<file path="config.mk">
export PLATFORM = sky130hd
export DESIGN_NAME = xo256ss_ctrl
export DESIGN_NICKNAME = d
export VERILOG_FILES = /design/src/rtl/core/xo256ss_pkg.sv /design/src/rtl/core/xo256ss_ctrl.sv
export SDC_FILE = /design/constraint.sdc
export NUM_CORES = 1
export LEC_CHECK = 0
export BUFFER_PORTS_ARGS = -buffer_cell sky130_fd_sc_hd__buf_4
export CAP_MARGIN = 20
export CORE_MARGIN = 2
export CORE_UTILIZATION = 49
export CTS_BUF_LIST = sky130_fd_sc_hd__clkbuf_2 sky130_fd_sc_hd__clkbuf_4 sky130_fd_sc_hd__clkbuf_8
export CTS_CLUSTER_DIAMETER = 50
export DETAILED_ROUTE_END_ITERATION = 8
export PLACE_DENSITY = 0.8
export SETUP_SLACK_MARGIN = 0.5
export SLEW_MARGIN = 20
export SYNTH_ARGS = -nofsm -noshare
export SYNTH_HDL_FRONTEND = slang
export SYNTH_SLANG_ARGS = --single-unit
</file>
<file path="constraint.sdc">
create_clock -name aclk -period 1.59 [get_ports aclk]
set_input_delay 0.318 -clock aclk [delete_from_list [all_inputs] [get_ports aclk]]
set_output_delay 0.318 -clock aclk [all_outputs]
set_load 0.1 [all_outputs]
</file>
<file path="src/rtl/core/xo256ss_pkg.sv">
// ----------------------------------------------------------------------------
// xo256ss_pkg
// Types, constants and helpers shared by the xoshiro256** generator.
// ----------------------------------------------------------------------------
package xo256ss_pkg;

    localparam logic [63:0] GOLDEN_STEP = 64'h9e3779b97f4a7c15;
    localparam logic [63:0] MIX_MUL_ONE = 64'hbf58476d1ce4e5b9;
    localparam logic [63:0] MIX_MUL_TWO = 64'h94d049bb133111eb;

    // Config register indexes
    localparam logic [2:0] REG_OUT_MULT_A   = 3'd0;
    localparam logic [2:0] REG_OUT_MULT_B   = 3'd1;
    localparam logic [2:0] REG_OUT_ROTATE   = 3'd2;
    localparam logic [2:0] REG_STATE_ROTATE = 3'd3;
    localparam logic [2:0] REG_STATE_SHIFT  = 3'd4;

    // Config reset values
    localparam logic [63:0] RST_OUT_MULT_A   = 64'd5;
    localparam logic [63:0] RST_OUT_MULT_B   = 64'd9;
    localparam logic [5:0]  RST_OUT_ROTATE   = 6'd7;
    localparam logic [5:0]  RST_STATE_ROTATE = 6'd45;
    localparam logic [5:0]  RST_STATE_SHIFT  = 6'd17;

    // Datapath operations
    localparam logic [3:0] DP_NOP          = 4'd0;
    localparam logic [3:0] DP_SEED_ONE     = 4'd1;
    localparam logic [3:0] DP_SEED_LOAD    = 4'd2;
    localparam logic [3:0] DP_MIX_START    = 4'd3;
    localparam logic [3:0] DP_MIX_MID      = 4'd4;
    localparam logic [3:0] DP_MIX_END      = 4'd5;
    localparam logic [3:0] DP_SEED_FIX     = 4'd6;
    localparam logic [3:0] DP_GEN_START    = 4'd7;
    localparam logic [3:0] DP_GEN_SCRAMBLE = 4'd8;
    localparam logic [3:0] DP_OUT_GEN      = 4'd9;
    localparam logic [3:0] DP_OUT_ZERO     = 4'd10;

    typedef struct packed {
        logic [3:0] op;
        logic [1:0] idx;
    } xo_cmd_t;

    typedef struct packed {
        logic mul_done;
    } xo_stat_t;

    function automatic logic [63:0] rotl64(input logic [63:0] v, input logic [5:0] amt);
        logic [127:0] t;
        t = {v, v} << amt;
        return t[127:64];
    endfunction

endpackage

</file>
<file path="src/rtl/core/xo256ss_ctrl.sv">
// ----------------------------------------------------------------------------
// xo256ss_ctrl
// Sequencer for generate, reseed and the power-up seeding pass.
// ----------------------------------------------------------------------------
module xo256ss_ctrl
    import xo256ss_pkg::*;
(
    input  logic     aclk,
    input  logic     aresetn,
    input  logic     s_valid,
    input  logic     s_req_type,
    output logic     s_ready,
    output logic     m_valid,
    input  logic     m_ready,
    input  xo_stat_t stat,
    output xo_cmd_t  cmd
);

    localparam logic [3:0] ST_INIT      = 4'd0;
    localparam logic [3:0] ST_IDLE      = 4'd1;
    localparam logic [3:0] ST_GEN_WAIT1 = 4'd2;
    localparam logic [3:0] ST_GEN_WAIT2 = 4'd3;
    localparam logic [3:0] ST_GEN_OUT   = 4'd4;
    localparam logic [3:0] ST_MIX_A     = 4'd5;
    localparam logic [3:0] ST_MIX_B     = 4'd6;
    localparam logic [3:0] ST_MIX_C     = 4'd7;
    localparam logic [3:0] ST_SEED_FIX  = 4'd8;
    localparam logic [3:0] ST_SEED_OUT  = 4'd9;

    logic [3:0] state_reg, state_next;
    logic [1:0] idx_reg, idx_next;
    logic       init_reg, init_next;
    logic       mvalid_reg, mvalid_next;
    logic       out_free;

    assign out_free = !mvalid_reg || m_ready;

    always_comb begin
        state_next  = state_reg;
        idx_next    = idx_reg;
        init_next   = init_reg;
        mvalid_next = mvalid_reg && !m_ready;
        cmd.op      = DP_NOP;
        cmd.idx     = idx_reg;
        s_ready     = 1'b0;
        case (state_reg)
            ST_INIT: begin
                cmd.op     = DP_SEED_ONE;
                idx_next   = 2'd0;
                init_next  = 1'b1;
                state_next = ST_MIX_A;
            end
            ST_IDLE: begin
                s_ready = 1'b1;
                if (s_valid) begin
                    if (s_req_type) begin
                        cmd.op     = DP_SEED_LOAD;
                        idx_next   = 2'd0;
                        init_next  = 1'b0;
                        state_next = ST_MIX_A;
                    end else begin
                        cmd.op     = DP_GEN_START;
                        state_next = ST_GEN_WAIT1;
                    end
                end
            end
            ST_GEN_WAIT1: begin
                if (stat.mul_done) begin
                    cmd.op     = DP_GEN_SCRAMBLE;
                    state_next = ST_GEN_WAIT2;
                end
            end
            ST_GEN_WAIT2: begin
                if (stat.mul_done) begin
                    state_next = ST_GEN_OUT;
                end
            end
            ST_GEN_OUT: begin
                if (out_free) begin
                    cmd.op      = DP_OUT_GEN;
                    mvalid_next = 1'b1;
                    state_next  = ST_IDLE;
                end
            end
            ST_MIX_A: begin
                cmd.op     = DP_MIX_START;
                state_next = ST_MIX_B;
            end
            ST_MIX_B: begin
                if (stat.mul_done) begin
                    cmd.op     = DP_MIX_MID;
                    state_next = ST_MIX_C;
                end
            end
            ST_MIX_C: begin
                if (stat.mul_done) begin
                    cmd.op     = DP_MIX_END;
                    idx_next   = idx_reg + 2'd1;
                    state_next = (idx_reg == 2'd3) ? ST_SEED_FIX : ST_MIX_A;
                end
            end
            ST_SEED_FIX: begin
                cmd.op     = DP_SEED_FIX;
                state_next = init_reg ? ST_IDLE : ST_SEED_OUT;
            end
            ST_SEED_OUT: begin
                if (out_free) begin
                    cmd.op      = DP_OUT_ZERO;
                    mvalid_next = 1'b1;
                    state_next  = ST_IDLE;
                end
            end
            default: state_next = ST_INIT;
        endcase
    end

    always_ff @(posedge aclk) begin
        if (!aresetn) begin
            state_reg  <= ST_INIT;
            idx_reg    <= 2'd0;
            init_reg   <= 1'b1;
            mvalid_reg <= 1'b0;
        end else begin
            state_reg  <= state_next;
            idx_reg    <= idx_next;
            init_reg   <= init_next;
            mvalid_reg <= mvalid_next;
        end
    end

    assign m_valid = mvalid_reg;

endmodule

</file>
==> flow_summary.toml <==
[outcome]
outcome = "finished with violations"
violations = "setup timing"

[floorplanning]
die_x_um = 40.3
die_area_mm2 = 0.00162
start_util_pct = 50.8
core_area_mm2 = 0.00127
rows = 13
io_pins = 14
dieHeight_um = 40.3

[setup_path]
timing.rr.start = "state_reg[3]"
path_cells = "or3_4, or4_4, o211ai_4, buf_12"
worst_r2r_path_depth = 5
reg2reg_slack_ns = -0.25
cp.arrival_ns = 1.81
worst_setup_path_start_kind = "flop"
r2r_end = "state_reg[3]"
critPathKind = "reg2out"
crit_required_ns = 1.27
cp_slowest_cell = "or4_4"
cp_max_fo = 2
cpPeakStageDelay_ns = 0.49
worst_setup_path_end_kind = "output pin"

[route]
routed.top_layer = "met4"
vias = 876
final_antenna_net_count = 0
first_pass_iters = 4
via_per_inst = 7.06
wl_met2_mm = 1.58
wl_per_cell_um = 26.1
postRouteWirelength_mm = 3.23
drtIter0Drc = 32
met3_length_um = 270
met1_length_mm = 1.16
drc = 0

[global_route]
grt_max_degree = 17
grt_pass1_vias = 810
globalRouteOverflowTotal = 0
grt_usage_pct = 40.5
grt_pass1_wl_mm = 4.19
antenna_found_initial = 0

[timing]
fin_skew_ns = 0.0116
hold_violations = 0
setup-violations-final = 11
max_freq_ghz = 0.469
max-slew-margin-rel_pct = 68.8
setup_ws_ns = -0.541
period_minus_slack_ns = 2.13
slew_violations = 0
hold-worst-slack_ns = 0.313
grt_setup_unrepaired = "yes"
min_period_over_period_pct = 134
worstMarginPinSlew_ns = 0.462

[logic_synthesis]
syn-num-nets = 84
syn_area_um2 = 644
synth_largest_area_cell = "dfxtp_1"
synth_xor_area_share_pct = 1.36
synth_top_family_by_area = "compound AO/OA/AOI/OAI gates"
synth.distinct_cells = 38
avgSynthCellArea_um2 = 8.37
seq_area_frac_synth_pct = 24.9
synth-compound-area-share_pct = 29.3
synthAdderAreaFrac_pct = 1.94
yosysWarnings = 0
netlist.area_leader.share_pct = 24.9
syn_inst = 77
synthMuxAreaShare_pct = 6.21
yosys_most_used_dff = "dfxtp_1"
synth_most_common_cell = "dfxtp_1"
ys_ff_latch = 8
yosys.area_share.simple_pct = 28.0
ys_top_cells_by_area = "dfxtp_1 (25%), mux2i_1 (6.2%), o31ai_1 (4.7%), a31oi_1 (3.9%), nand2_1 (3.5%)"
yosys-top-cells-count = "dfxtp_1 (8), nand2_1 (6), nor2_1 (5)"
synth_edf_count = 0
synth-async-reset-ratio_pct = 0

[clock_network]
numCtsBuffers = 3
cts_root_buf = "clkbuf_4"
cts_hold_buf = 0
cts_sinks = 8
clkTransAtPathRegs_ns = 0.07
insertion_delay_ns = 0.27
cts_tree = "done"
htreeDepth = 1
ctsLongestPathBuffers = 2

[hold_path]
hold_end = "init_reg"
whs_path_depth = 2
hold_path_class = "in2reg"
hold_path.startpoint = "aresetn"

[finish]
stdcell_area_mm2 = 0.00119
area_delta_synth_final_pct = 84.7
largest_reg_flops = 4
final_nets = 117
drive_gt1_share_pct = 60.6
antenna_cells = 0
fin_util_pct = 93.8

[placement]
dpl-instance-area_um2 = 931
io_buffer_count = 13
place_hpwl_mm = 1.34
place_congestion = 0.833

[power]
clkPwrFrac_pct = 6.9
total_power_mw = 2.84
switching_power_mw = 1.51
powerDensity_mw_per_mm2 = 2390
ir_drop_mv = 1.41
power.internal_mw = 1.33
p_sw_share_pct = 53.2
p_seq_share_pct = 12.1
comb_power_share_pct = 81.1
total_leakage_power_nw = 0.467

[flow_run]
maxCapViolCount = 0
## what timing repair did
action	CTS	global route
cloned	0	0
resized for setup	40	5
buffers inserted	4	1
pin swaps	6	3
endpoints found under the setup margin	16	16
## critical path, delay by kind of cell (launching register included)
kind	cells	cell delay [ns]
AOI/OAI and AO/OA	1	0.14
buffers and inverters	1	0.21
and+or+nand+nor	2	0.87
DFF	1	0.33
## cell usage in the layout, fill, tap and decap left out, types with 3 or more instances in the layout
cell type and instances:
buf_12 8, buf_4 21, buf_6 4, clkbuf_4 4, dfxtp_2 3, dfxtp_4 4, inv_1 3, mux2i_1 4
nand2_1 6, o31ai_1 3
## power groups by stage
stage	Sequential, mW	Clock (mW)	Combinational [mW]
after floorplan	0.370	0	1.17
after global placement	0.310	0	1.58
after detailed placement	0.313	0	1.61
after CTS	0.323	0.198	2.05
after global routing	0.344	0.197	2.38
final	0.343	0.195	2.30
## metal layers
layer	track usage [%]	up-vias
li1	-	350
met1	45.8	423
met2	72.2	74
met3	8.33	29
met4	18.3	0
met5	0	-
## cell type report
type	count	area, um2
Multi-Input combinational cell	59	564
Timing Repair Buffer	34	378
Sequential cell	8	179
Fill cell	43	78.8
Clock buffer	4	30.0
Inverter	4	20.0
Tap cell	15	18.8
## worst max-delay path by stage
stage / end / startpoint / slack (ns)
floorplan: cmd[5] / m_valid / -0.40
global placement: cmd[4] / state_reg[3] / -0.26
detailed placement: cmd[4] / state_reg[3] / -0.28
CTS: cmd[4] / state_reg[3] / -0.47
global route: cmd[4] / state_reg[3] / -0.55
finish: cmd[4] / state_reg[3] / -0.54
## cells by family (layout without fill, tap and decap cells)
logic type / count (synthesis) / count (layout)
and+or+nand+nor: 29 / 29
AOI/OAI and AO/OA: 24 / 24
buffers and inverters: 10 / 42
DFF: 8 / 8
muxes: 4 / 4
adders and majority gates: 1 / 1
xor gates and xnor gates: 1 / 1
## stage by stage
stage,instances,setup slack (ns),setup TNS (ns)
6_report,124,-0.541,-2.96
5_1_grt,124,-0.552,-3.23
4_1_cts,123,-0.475,-1.59
3_5_place_dp,115,-0.283,-0.786
3_3_place_gp,115,-0.261,-0.662
2_1_floorplan,77,-0.404,-1.04
(Power assumes the default switching activity.)
